`src/design/sdoc_pkg.sv`:
```
// Shared types and constants for the expedited SDO client.
// Used by the front, queue, back and top-level modules.
`default_nettype none

package sdoc_pkg;

	localparam int unsigned QueueDepth = 2;

	localparam logic [15:0] TIMEOUT_RESET = 16'd1000;
	localparam logic [6:0]  NODE_RESET    = 7'd1;

	localparam logic [10:0] COB_SDO = 11'h600;
	localparam logic [10:0] COB_PDO = 11'h200;

	localparam logic [7:0] CS_READ_REQ  = 8'h40;
	localparam logic [7:0] CS_WRITE_REQ = 8'h23;
	localparam logic [2:0] CS_READ_RSP  = 3'd2;
	localparam logic [2:0] CS_WRITE_RSP = 3'd3;
	localparam logic [1:0] CS_EXP_FLAGS = 2'b11;

	localparam logic [2:0] CMD_SDO_READ  = 3'd0;
	localparam logic [2:0] CMD_SDO_WRITE = 3'd1;
	localparam logic [2:0] CMD_FRAME     = 3'd2;
	localparam logic [2:0] CMD_TICK      = 3'd3;
	localparam logic [2:0] CMD_CLEAR     = 3'd4;
	localparam logic [2:0] CMD_PDO_WRITE = 3'd5;

	localparam logic [0:0] REG_TIMEOUT = 1'd0;
	localparam logic [0:0] REG_NODE    = 1'd1;

	localparam logic [1:0] KIND_NONE  = 2'd0;
	localparam logic [1:0] KIND_FRAME = 2'd1;
	localparam logic [1:0] KIND_DONE  = 2'd2;
	localparam logic [1:0] KIND_FAULT = 2'd3;

	localparam logic [1:0] FLT_TIMEOUT  = 2'd0;
	localparam logic [1:0] FLT_BAD_RSP  = 2'd1;
	localparam logic [1:0] FLT_BAD_IDX  = 2'd2;
	localparam logic [1:0] FLT_BAD_SUB  = 2'd3;

	typedef enum logic [2:0] {
		OP_NONE,
		OP_READ,
		OP_WRITE,
		OP_FRAME,
		OP_TICK,
		OP_CLEAR,
		OP_PDO
	} op_t;

	typedef struct packed {
		op_t         op;
		logic [15:0] idx;
		logic [7:0]  sub;
		logic [63:0] frame;
		logic [31:0] value;
		logic        rd_cs_ok;
		logic        wr_cs_ok;
	} item_t;

	typedef struct packed {
		logic [1:0]  kind;
		logic [10:0] tx_cob_id;
		logic [63:0] tx_payload;
		logic [31:0] read_value;
		logic [2:0]  fault_code;
		logic [15:0] fault_index;
		logic [7:0]  fault_subindex;
		logic [31:0] fault_value;
		logic        busy_res;
		logic        faulted;
	} res_t;

endpackage

`default_nettype wire

```
`src/design/sdoc_front.sv`:
```
// Front end: decodes an incoming transaction into a classified item.
// Builds request frames and pre-parses received frames; uses sdoc_pkg.
`default_nettype none

module sdoc_front (
	input  wire logic [2:0]  command,
	input  wire logic [15:0] obj_index,
	input  wire logic [7:0]  obj_subindex,
	input  wire logic [31:0] data_value,
	input  wire logic [63:0] payload,
	output sdoc_pkg::item_t  item
);
	import sdoc_pkg::*;

	logic [7:0] cs;
	logic [1:0] unused_n;

	assign cs       = payload[63:56];
	assign unused_n = cs[3:2];

	always_comb begin
		item          = '0;
		item.op       = OP_NONE;
		item.idx      = obj_index;
		item.sub      = obj_subindex;
		item.rd_cs_ok = (cs[7:5] == CS_READ_RSP) && (cs[1:0] == CS_EXP_FLAGS);
		item.wr_cs_ok = (cs[7:5] == CS_WRITE_RSP);
		case (command)
			CMD_SDO_READ: begin
				item.op    = OP_READ;
				item.frame = {CS_READ_REQ, obj_index[7:0], obj_index[15:8], obj_subindex,
					32'h0};
			end
			CMD_SDO_WRITE: begin
				item.op    = OP_WRITE;
				item.frame = {CS_WRITE_REQ, obj_index[7:0], obj_index[15:8], obj_subindex,
					data_value[7:0], data_value[15:8], data_value[23:16], data_value[31:24]};
			end
			CMD_FRAME: begin
				item.op  = OP_FRAME;
				item.idx = {payload[47:40], payload[55:48]};
				item.sub = payload[39:32];
				case (unused_n)
					2'd0:    item.value = {payload[7:0], payload[15:8], payload[23:16],
						payload[31:24]};
					2'd1:    item.value = {8'h0, payload[15:8], payload[23:16], payload[31:24]};
					2'd2:    item.value = {16'h0, payload[23:16], payload[31:24]};
					default: item.value = {24'h0, payload[31:24]};
				endcase
			end
			CMD_TICK:      item.op = OP_TICK;
			CMD_CLEAR:     item.op = OP_CLEAR;
			CMD_PDO_WRITE: begin
				item.op    = OP_PDO;
				item.frame = payload;
			end
			default:       item.op = OP_NONE;
		endcase
	end

endmodule

`default_nettype wire

```
`src/design/sdoc_queue.sv`:
```
// Short FIFO of classified items between front and back ends.
// Depth set by DEPTH (at least 2); uses sdoc_pkg for the item type.
`default_nettype none

module sdoc_queue #(
	parameter int unsigned DEPTH = sdoc_pkg::QueueDepth
) (
	input  wire logic            clk,
	input  wire logic            arst_n,
	input  wire logic            push,
	input  wire sdoc_pkg::item_t push_item,
	output logic                 full,
	input  wire logic            pop,
	output logic                 not_empty,
	output sdoc_pkg::item_t      head
);
	import sdoc_pkg::*;

	localparam int unsigned PTR_W = (DEPTH > 1) ? $clog2(DEPTH) : 1;
	localparam int unsigned CNT_W = $clog2(DEPTH + 1);

	item_t            mem_q [DEPTH];
	logic [PTR_W-1:0] wr_ptr_q;
	logic [PTR_W-1:0] rd_ptr_q;
	logic [CNT_W-1:0] count_q;
	logic             do_push;
	logic             do_pop;

	assign full      = (count_q == CNT_W'(DEPTH));
	assign not_empty = (count_q != '0);
	assign head      = mem_q[rd_ptr_q];
	assign do_push   = push && !full;
	assign do_pop    = pop && not_empty;

	always_ff @(posedge clk) begin
		if (do_push) begin
			mem_q[wr_ptr_q] <= push_item;
		end
	end

	always_ff @(posedge clk or negedge arst_n) begin
		if (!arst_n) begin
			wr_ptr_q <= '0;
			rd_ptr_q <= '0;
			count_q  <= '0;
		end else begin
			if (do_push) begin
				wr_ptr_q <= (wr_ptr_q == PTR_W'(DEPTH - 1)) ? '0 : wr_ptr_q + 1'b1;
			end
			if (do_pop) begin
				rd_ptr_q <= (rd_ptr_q == PTR_W'(DEPTH - 1)) ? '0 : rd_ptr_q + 1'b1;
			end
			if (do_push && !do_pop) begin
				count_q <= count_q + 1'b1;
			end else if (do_pop && !do_push) begin
				count_q <= count_q - 1'b1;
			end
		end
	end

endmodule

`default_nettype wire

```
`src/design/sdoc_back.sv`:
```
// Back end: transfer state, timeout counter, fault latch and output register.
// Executes one classified item per cycle while res_stall does not hold the output register; uses sdoc_pkg.
`default_nettype none

module sdoc_back (
	input  wire logic            clk,
	input  wire logic            arst_n,
	input  wire logic            cfg_we,
	input  wire logic [0:0]      cfg_index,
	input  wire logic [15:0]     cfg_data,
	input  wire logic            item_valid,
	input  wire sdoc_pkg::item_t item,
	output logic                 item_take,
	output logic                 res_valid,
	input  wire logic            res_stall,
	output sdoc_pkg::res_t       res
);
	import sdoc_pkg::*;

	logic [15:0] timeout_q;
	logic [6:0]  node_q;
	logic        busy_q;
	logic        is_write_q;
	logic [15:0] pend_idx_q;
	logic [7:0]  pend_sub_q;
	logic [15:0] elapsed_q;
	logic        latched_q;
	logic        res_valid_q;
	res_t        res_q;

	logic        busy_d;
	logic        is_write_d;
	logic [15:0] pend_idx_d;
	logic [7:0]  pend_sub_d;
	logic [15:0] elapsed_d;
	logic        latched_d;
	res_t        res_d;
	logic [31:0] rsp_value;

	assign item_take = item_valid && (!res_valid_q || !res_stall);
	assign res_valid = res_valid_q;
	assign res       = res_q;
	assign rsp_value = is_write_q ? 32'h0 : item.value;

	always_comb begin
		busy_d     = busy_q;
		is_write_d = is_write_q;
		pend_idx_d = pend_idx_q;
		pend_sub_d = pend_sub_q;
		elapsed_d  = elapsed_q;
		latched_d  = latched_q;
		res_d      = '0;
		res_d.kind = KIND_NONE;
		case (item.op)
			OP_READ, OP_WRITE: begin
				if (!latched_q && !busy_q) begin
					busy_d           = 1'b1;
					is_write_d       = (item.op == OP_WRITE);
					pend_idx_d       = item.idx;
					pend_sub_d       = item.sub;
					elapsed_d        = '0;
					res_d.kind       = KIND_FRAME;
					res_d.tx_cob_id  = COB_SDO + {4'h0, node_q};
					res_d.tx_payload = item.frame;
				end
			end
			OP_FRAME: begin
				if (busy_q) begin
					busy_d               = 1'b0;
					res_d.fault_index    = pend_idx_q;
					res_d.fault_subindex = pend_sub_q;
					res_d.kind           = KIND_FAULT;
					latched_d            = 1'b1;
					if (is_write_q ? !item.wr_cs_ok : !item.rd_cs_ok) begin
						res_d.fault_code = {is_write_q, FLT_BAD_RSP};
					end else if (item.idx != pend_idx_q) begin
						res_d.fault_code  = {is_write_q, FLT_BAD_IDX};
						res_d.fault_value = rsp_value;
					end else if (item.sub != pend_sub_q) begin
						res_d.fault_code  = {is_write_q, FLT_BAD_SUB};
						res_d.fault_value = rsp_value;
					end else begin
						res_d.kind           = KIND_DONE;
						res_d.read_value     = rsp_value;
						res_d.fault_index    = '0;
						res_d.fault_subindex = '0;
						latched_d            = latched_q;
					end
				end
			end
			OP_TICK: begin
				if (busy_q) begin
					elapsed_d = (elapsed_q == 16'hffff) ? elapsed_q : elapsed_q + 16'd1;
					if (elapsed_d >= timeout_q) begin
						busy_d               = 1'b0;
						latched_d            = 1'b1;
						res_d.kind           = KIND_FAULT;
						res_d.fault_code     = {is_write_q, FLT_TIMEOUT};
						res_d.fault_index    = pend_idx_q;
						res_d.fault_subindex = pend_sub_q;
					end
				end
			end
			OP_CLEAR: latched_d = 1'b0;
			OP_PDO: begin
				if (!latched_q) begin
					res_d.kind       = KIND_FRAME;
					res_d.tx_cob_id  = COB_PDO + {4'h0, node_q};
					res_d.tx_payload = item.frame;
				end
			end
			default: ;
		endcase
		res_d.busy_res = busy_d;
		res_d.faulted  = latched_d;
	end

	always_ff @(posedge clk or negedge arst_n) begin
		if (!arst_n) begin
			timeout_q   <= TIMEOUT_RESET;
			node_q      <= NODE_RESET;
			busy_q      <= 1'b0;
			is_write_q  <= 1'b0;
			pend_idx_q  <= '0;
			pend_sub_q  <= '0;
			elapsed_q   <= '0;
			latched_q   <= 1'b0;
			res_valid_q <= 1'b0;
		end else begin
			if (cfg_we) begin
				case (cfg_index)
					REG_TIMEOUT: timeout_q <= cfg_data;
					REG_NODE:    node_q    <= cfg_data[6:0];
					default: ;
				endcase
			end
			if (item_take) begin
				busy_q      <= busy_d;
				is_write_q  <= is_write_d;
				pend_idx_q  <= pend_idx_d;
				pend_sub_q  <= pend_sub_d;
				elapsed_q   <= elapsed_d;
				latched_q   <= latched_d;
				res_valid_q <= 1'b1;
			end else if (!res_stall) begin
				res_valid_q <= 1'b0;
			end
		end
	end

	always_ff @(posedge clk) begin
		if (item_take) begin
			res_q <= res_d;
		end
	end

endmodule

`default_nettype wire

```
`src/design/canopen_sdo_expedited_client.sv`:
```
// Top level of the expedited SDO client: front decode, item queue, back end.
// Depends on sdoc_pkg, sdoc_front, sdoc_queue and sdoc_back.
//
// One transaction in gives exactly one result out. While the queue is not
// full, items are taken one per cycle: the front decodes each command
// combinationally into a queue of QUEUE_DEPTH entries, and the back end
// retires one queued item per cycle into a registered output unless
// out_stall holds it, so steady throughput is one item per clock. in_stall
// rises only while the queue is full, which happens when out_stall holds
// the output register. Configuration writes take effect at the next edge
// and should be issued with no transactions in flight.
`default_nettype none

module canopen_sdo_expedited_client #(
	parameter int unsigned QUEUE_DEPTH = sdoc_pkg::QueueDepth
) (
	input  wire logic        clk,
	input  wire logic        arst_n,
	input  wire logic        cfg_we,
	input  wire logic [0:0]  cfg_index,
	input  wire logic [15:0] cfg_data,
	input  wire logic        in_valid,
	output logic             in_stall,
	input  wire logic [2:0]  command,
	input  wire logic [15:0] obj_index,
	input  wire logic [7:0]  obj_subindex,
	input  wire logic [31:0] data_value,
	input  wire logic [63:0] payload,
	output logic             out_valid,
	input  wire logic        out_stall,
	output logic [1:0]       kind,
	output logic [10:0]      tx_cob_id,
	output logic [63:0]      tx_payload,
	output logic [31:0]      read_value,
	output logic [2:0]       fault_code,
	output logic [15:0]      fault_index,
	output logic [7:0]       fault_subindex,
	output logic [31:0]      fault_value,
	output logic             busy_res,
	output logic             faulted
);
	import sdoc_pkg::*;

	item_t front_item;
	item_t head_item;
	logic  q_full;
	logic  q_not_empty;
	logic  q_pop;
	res_t  res;

	sdoc_front u_front (
		.command      (command),
		.obj_index    (obj_index),
		.obj_subindex (obj_subindex),
		.data_value   (data_value),
		.payload      (payload),
		.item         (front_item)
	);

	sdoc_queue #(
		.DEPTH (QUEUE_DEPTH)
	) u_queue (
		.clk       (clk),
		.arst_n    (arst_n),
		.push      (in_valid),
		.push_item (front_item),
		.full      (q_full),
		.pop       (q_pop),
		.not_empty (q_not_empty),
		.head      (head_item)
	);

	sdoc_back u_back (
		.clk        (clk),
		.arst_n     (arst_n),
		.cfg_we     (cfg_we),
		.cfg_index  (cfg_index),
		.cfg_data   (cfg_data),
		.item_valid (q_not_empty),
		.item       (head_item),
		.item_take  (q_pop),
		.res_valid  (out_valid),
		.res_stall  (out_stall),
		.res        (res)
	);

	assign in_stall       = q_full;
	assign kind           = res.kind;
	assign tx_cob_id      = res.tx_cob_id;
	assign tx_payload     = res.tx_payload;
	assign read_value     = res.read_value;
	assign fault_code     = res.fault_code;
	assign fault_index    = res.fault_index;
	assign fault_subindex = res.fault_subindex;
	assign fault_value    = res.fault_value;
	assign busy_res       = res.busy_res;
	assign faulted        = res.faulted;

	a_end_not_busy: assert property (@(posedge clk) disable iff (!arst_n)
		out_valid && (kind == KIND_DONE || kind == KIND_FAULT) |-> !busy_res)
		else $error("transfer still busy after done or fault");

	a_fault_latches: assert property (@(posedge clk) disable iff (!arst_n)
		out_valid && kind == KIND_FAULT |-> faulted)
		else $error("fault raised without latch");

	a_frame_unlatched: assert property (@(posedge clk) disable iff (!arst_n)
		out_valid && kind == KIND_FRAME |-> !faulted)
		else $error("frame emitted while fault latched");

	a_take_needs_item: assert property (@(posedge clk) disable iff (!arst_n)
		q_pop |-> q_not_empty && !(out_valid && out_stall))
		else $error("back end took an item without room");

endmodule

`default_nettype wire
```
`config.mk`:
```
export PLATFORM = sky130hd
export DESIGN_NAME = canopen_sdo_expedited_client
export DESIGN_NICKNAME = d
export VERILOG_FILES = /design/src/design/sdoc_pkg.sv /design/src/design/sdoc_front.sv /design/src/design/sdoc_queue.sv /design/src/design/sdoc_back.sv /design/src/design/canopen_sdo_expedited_client.sv
export SDC_FILE = /design/constraint.sdc
export NUM_CORES = 1
export LEC_CHECK = 0
export BUFFER_PORTS_ARGS = -buffer_cell sky130_fd_sc_hd__buf_2
export CORE_MARGIN = 2
export CORE_UTILIZATION = 45
export DETAILED_ROUTE_END_ITERATION = 7
export HOLD_SLACK_MARGIN = 0.02
export PLACE_DENSITY_LB_ADDON = 0.15
export SYNTH_ARGS = -nofsm -noshare
export SYNTH_HDL_FRONTEND = slang
export SYNTH_SLANG_ARGS = --single-unit
```
`constraint.sdc`:
```
create_clock -name clk -period 11.4 [get_ports clk]
set_input_delay 0.57 -clock clk [delete_from_list [all_inputs] [get_ports clk]]
set_output_delay 0.57 -clock clk [all_outputs]
set_load 0.005 [all_outputs]
```
==> flow_summary_export.csv <==
group,metric,value,unit
status,status,"completed",
logic_synthesis,syn_inst,1407,
timing,period_minus_slack,4.390,ns
finish,final_util,54.16,%
clock_tree,cts_setup_buffers,0,
setup_path,endpoint_kind,"register",
floorplan,die_h,216.3,um
pwr,leakage,9.588,nW
floorplan,core,44320,sq um
logic_synthesis,synth_warnings,0,
pwr,finalPower,5.876,mW
timing,drv_slew,0,
clock_tree,postCtsResizedCells,0,
floorplan,die_width,216.3,um
clock_tree,clk_pin_slew,0.06,ns
detailed_routing,drt_iter0_drc,934,
clock_tree,insertion_delay,0.59,ns
detailed_routing,drtAntennaViolNets,0,
logic_synthesis,synthDistinctLibCells,58,
logic_synthesis,syn-cell-area,20290,sq um
pwr,p_int,4.092,mW
setup_path,r2r_start,"u_back.elapsed_q[0]",
logic_synthesis,synth_xor_area_share,1.727,%
place,dp_hpwl,30.82,mm
timing,setup_tns,0,ns
grt,grt_first_pass_wirelength,71.54,mm
setup_path,critPathMaxFanout,26,
timing,max_slew.worst_pin.slew,1.253,ns
clock_tree,root_buffer,"clkbuf_16",
detailed_routing,wirelength,47.39,mm
timing,fmax,227.8,MHz
pwr,power.density,244.8,nW/um^2
floorplan,ios,317,
timing,clock_skew,0.01486,ns
logic_synthesis,synthArstFlopShare,14.52,%
pwr,swShare,30.35,%
clock_tree,cts_tree,"yes",
floorplan,rows,77,
logic_synthesis,synth_ff_type,"edfxtp_1",
timing,setup_viol,0,
pwr,clockPowerShare,27.0,%
setup_path,cp.arrival,4.78,ns
detailed_routing,wl_met3,3.016,mm
detailed_routing,drtPass1Iterations,5,
setup_path,worstPathCellList,"ha_1 > and3_1 > and3_1 > nand2_1 > nand3_1 > xnor2_1 > ha_1 > nand2_1 > nor4_1 > or4b_2 > a31oi_4 > nor2_2 > nor3b_1",
clock_tree,cts_buffer_depth,3,
setup_path,critPathLaunchType,"register",
finish,layout-drive-gt1-share,26.92,%
grt,antenna_found_initial,10,
flow_run,cap_violations,0,
floorplan,start_util,45.78,%
finish,fin_area,24000,sq um
clock_tree,ctsHoldBuffers,0,
clock_tree,htreeDepth,2,
logic_synthesis,synth_fa_ha_area_share,1.110,%
detailed_routing,dr.max_layer_used,"met5",
place,portBuffers,314,
logic_synthesis,syn_avg_cell_area,14.42,sq um
setup_path,path_class,"reg -> reg",
timing,rsz0062_at_grt,"no",
pwr,vdd.ir_drop.worst,0.1782,mV
logic_synthesis,ys_ff_latch,489,
floorplan,dieArea,46800,sq um
setup_path,cp.required,11.79,ns
clock_tree,cts_buffers,51,
grt,gr-total-overflow,0,
detailed_routing,route.detailed.drc,0,
pwr,switchingPower,1.783,mW
logic_synthesis,synth_seq_area_share,70.66,%
grt,track_usage,20.15,%
detailed_routing,wl_per_cell,20.15,um
setup_path,cpPeakStageDelay,0.70,ns
detailed_routing,wl_met2,22.19,mm
timing,finalHoldViolCount,0,
setup_path,r2r_end,"u_back.res[54]",
setup_path,crit_end,"u_back.res[54]",
logic_synthesis,synth_top_family_by_area,"simple AND/OR/NAND/NOR gates",
logic_synthesis,synth_simple_gate_area_share,11.41,%
finish,syn2layout_area_growth,18.31,%
logic_synthesis,synth_edf_count,418,
timing,slew_headroom,16.35,%
detailed_routing,via_per_inst,5.158,
clock_tree,clock_sinks,489,
setup_path,rrSetupSlack,7.01,ns
setup_path,rr_worst_depth,13,
grt,grt_pass1_vias,11981,
hold_path,hold_path_class,"in -> reg",
logic_synthesis,synth_compound_gate_area_share,4.206,%
timing,post-route-period-util,38.51,%
setup_path,crit_start,"u_back.elapsed_q[0]",
setup_path,cp_slowest_cell,"or4b_2",
place,dpl-instance-area,22400,sq um
pwr,comb_power_share,24.7,%
detailed_routing,num_vias,12131,
detailed_routing,wl_met1,21.09,mm
finish,layout.nets,1878,
logic_synthesis,muxShareOfSynthArea,8.516,%
pwr,p_seq_share,48.3,%
grt,grt_max_degree,106,
place,place_congestion,0.8601,
## layer usage
layer | GRT usage, % | vias up
li1 | - | 5790
met1 | 28.23 | 5872
met2 | 31.67 | 371
met3 | 4.800 | 84
met4 | 5.479 | 14
met5 | 0 | -
## worst max-delay path: cells and delay by family, from the launching register on
family	cells	cell delay [ns]
simple gates	9	2.76
fa+ha+maj	2	0.54
flops	1	0.42
compound gates	1	0.29
xor+xnor	1	0.17
## cells in the mapped netlist, types with 7 or more instances
| master | n | area [sq um] |
|---|---|---|
| clkbuf_1 | 43 | 161.4 |
| and2_1 | 39 | 244.0 |
| mux2_2 | 12 | 135.1 |
| o21ai_1 | 7 | 35.03 |
| buf_1 | 12 | 45.04 |
| nor3b_1 | 25 | 187.7 |
| o21ai_0 | 27 | 135.1 |
| nor3_2 | 31 | 310.3 |
| and3_1 | 18 | 112.6 |
| a22o_1 | 29 | 254.0 |
| nor2_1 | 144 | 540.5 |
| o31ai_1 | 7 | 52.55 |
| a21oi_1 | 44 | 220.2 |
| inv_1 | 28 | 105.1 |
| nand3_1 | 11 | 55.05 |
| edfxtp_1 | 418 | 12550 |
| dfrtp_1 | 64 | 1602 |
| mux2i_1 | 150 | 1501 |
| buf_2 | 14 | 70.07 |
| xnor2_1 | 36 | 315.3 |
| nand2_1 | 114 | 427.9 |
| buf_6 | 7 | 78.83 |
| ha_1 | 18 | 225.2 |
| nor3_1 | 39 | 195.2 |
| dfstp_2 | 7 | 183.9 |
## placed cells by master, fill, tap and decap left out, types with 11 or more instances in the layout
| master | netlist | layout |
|---|---|---|
| buf_4 | 2 | 17 |
| clkbuf_1 | 43 | 19 |
| edfxtp_1 | 418 | 418 |
| inv_1 | 28 | 27 |
| clkbuf_16 | 0 | 53 |
| nor3_1 | 39 | 39 |
| buf_2 | 14 | 314 |
| mux2_2 | 12 | 12 |
| nor3b_1 | 25 | 25 |
| mux2i_1 | 150 | 150 |
| dfrtp_1 | 64 | 63 |
| and3_1 | 18 | 17 |
| nor3_2 | 31 | 30 |
| ha_1 | 18 | 18 |
| nor2_1 | 144 | 140 |
| a22o_1 | 29 | 29 |
| xnor2_1 | 36 | 36 |
| nand3_1 | 11 | 11 |
| and2_1 | 39 | 39 |
| nand2_1 | 114 | 114 |
| a21oi_1 | 44 | 44 |
| o21ai_0 | 27 | 27 |
## cell type report
cell class | instances | area (sq um)
Tap cell | 592 | 740.7
Inverter | 28 | 110.1
Fill cell | 3696 | 20310
Timing Repair Buffer | 332 | 1710
Clock buffer | 73 | 1411
Multi-Input combinational cell | 813 | 5510
Antenna cell | 3 | 7.507
Clock inverter | 22 | 172.7
Sequential cell | 489 | 14340
## metrics by stage
stage	cells	setup WS (ns)	hold slack [ns]
after floorplan	1408	4.845	0.2744
after global placement	2253	6.995	0.4804
after detailed placement	2253	6.821	0.4853
after CTS	2348	6.789	0.1590
after global routing	2350	6.666	0.2012
final	2352	7.010	0.1944
## cells by family (layout without fill, tap and decap cells)
family                   Yosys count  count (layout)
AO/OA/AOI/OAI                    133             133
buffers and inverters            106             455
other                              1               5
multiplexers                     168             168
flip-flops                       489             489
XOR/XNOR                          40              40
AND/OR/NAND/NOR                  452             452
adder cells (fa/ha/maj)           18              18
## sequential cells by signal, summed over array words and instances, names as in the netlist
register           count
u_queue.mem_q        250
u_back.res           168
u_back.elapsed_q      16
u_back.pend_idx_q     16
u_back.timeout_q      16
u_back.pend_sub_q      8
u_back.node_q          7
u_queue.count_q        2
u_back.busy_q          1
u_back.is_write_q      1
u_back.latched_q       1
u_back.res_valid       1
u_queue.rd_ptr_q       1
u_queue.wr_ptr_q       1
## worst min path at each step
stage	startpoint	endpoint	slack (ns)	cells after the start
global placement	u_back.node_q[1]	u_back.node_q[1]	0.48	1
global route	cfg_data[12]	u_back.timeout_q[12]	0.20	3
CTS	cfg_data[13]	u_back.timeout_q[13]	0.16	3
finish	cfg_data[13]	u_back.timeout_q[13]	0.19	3
detailed placement	u_back.node_q[5]	u_back.node_q[5]	0.49	1
floorplan	arst_n	u_back.busy_q	0.27	0
## power by group through the flow
stage               registers, mW  logic (mW)  clock network [mW]
finish                       2.84        1.45                1.58
global route                 2.89        1.60                1.70
CTS                          2.85        1.49                1.63
detailed placement           2.88        1.48                   0
global placement             2.87        1.46                   0
floorplan                    2.88       0.905                   0
No activity file was read; power rests on OpenSTA's default activity.
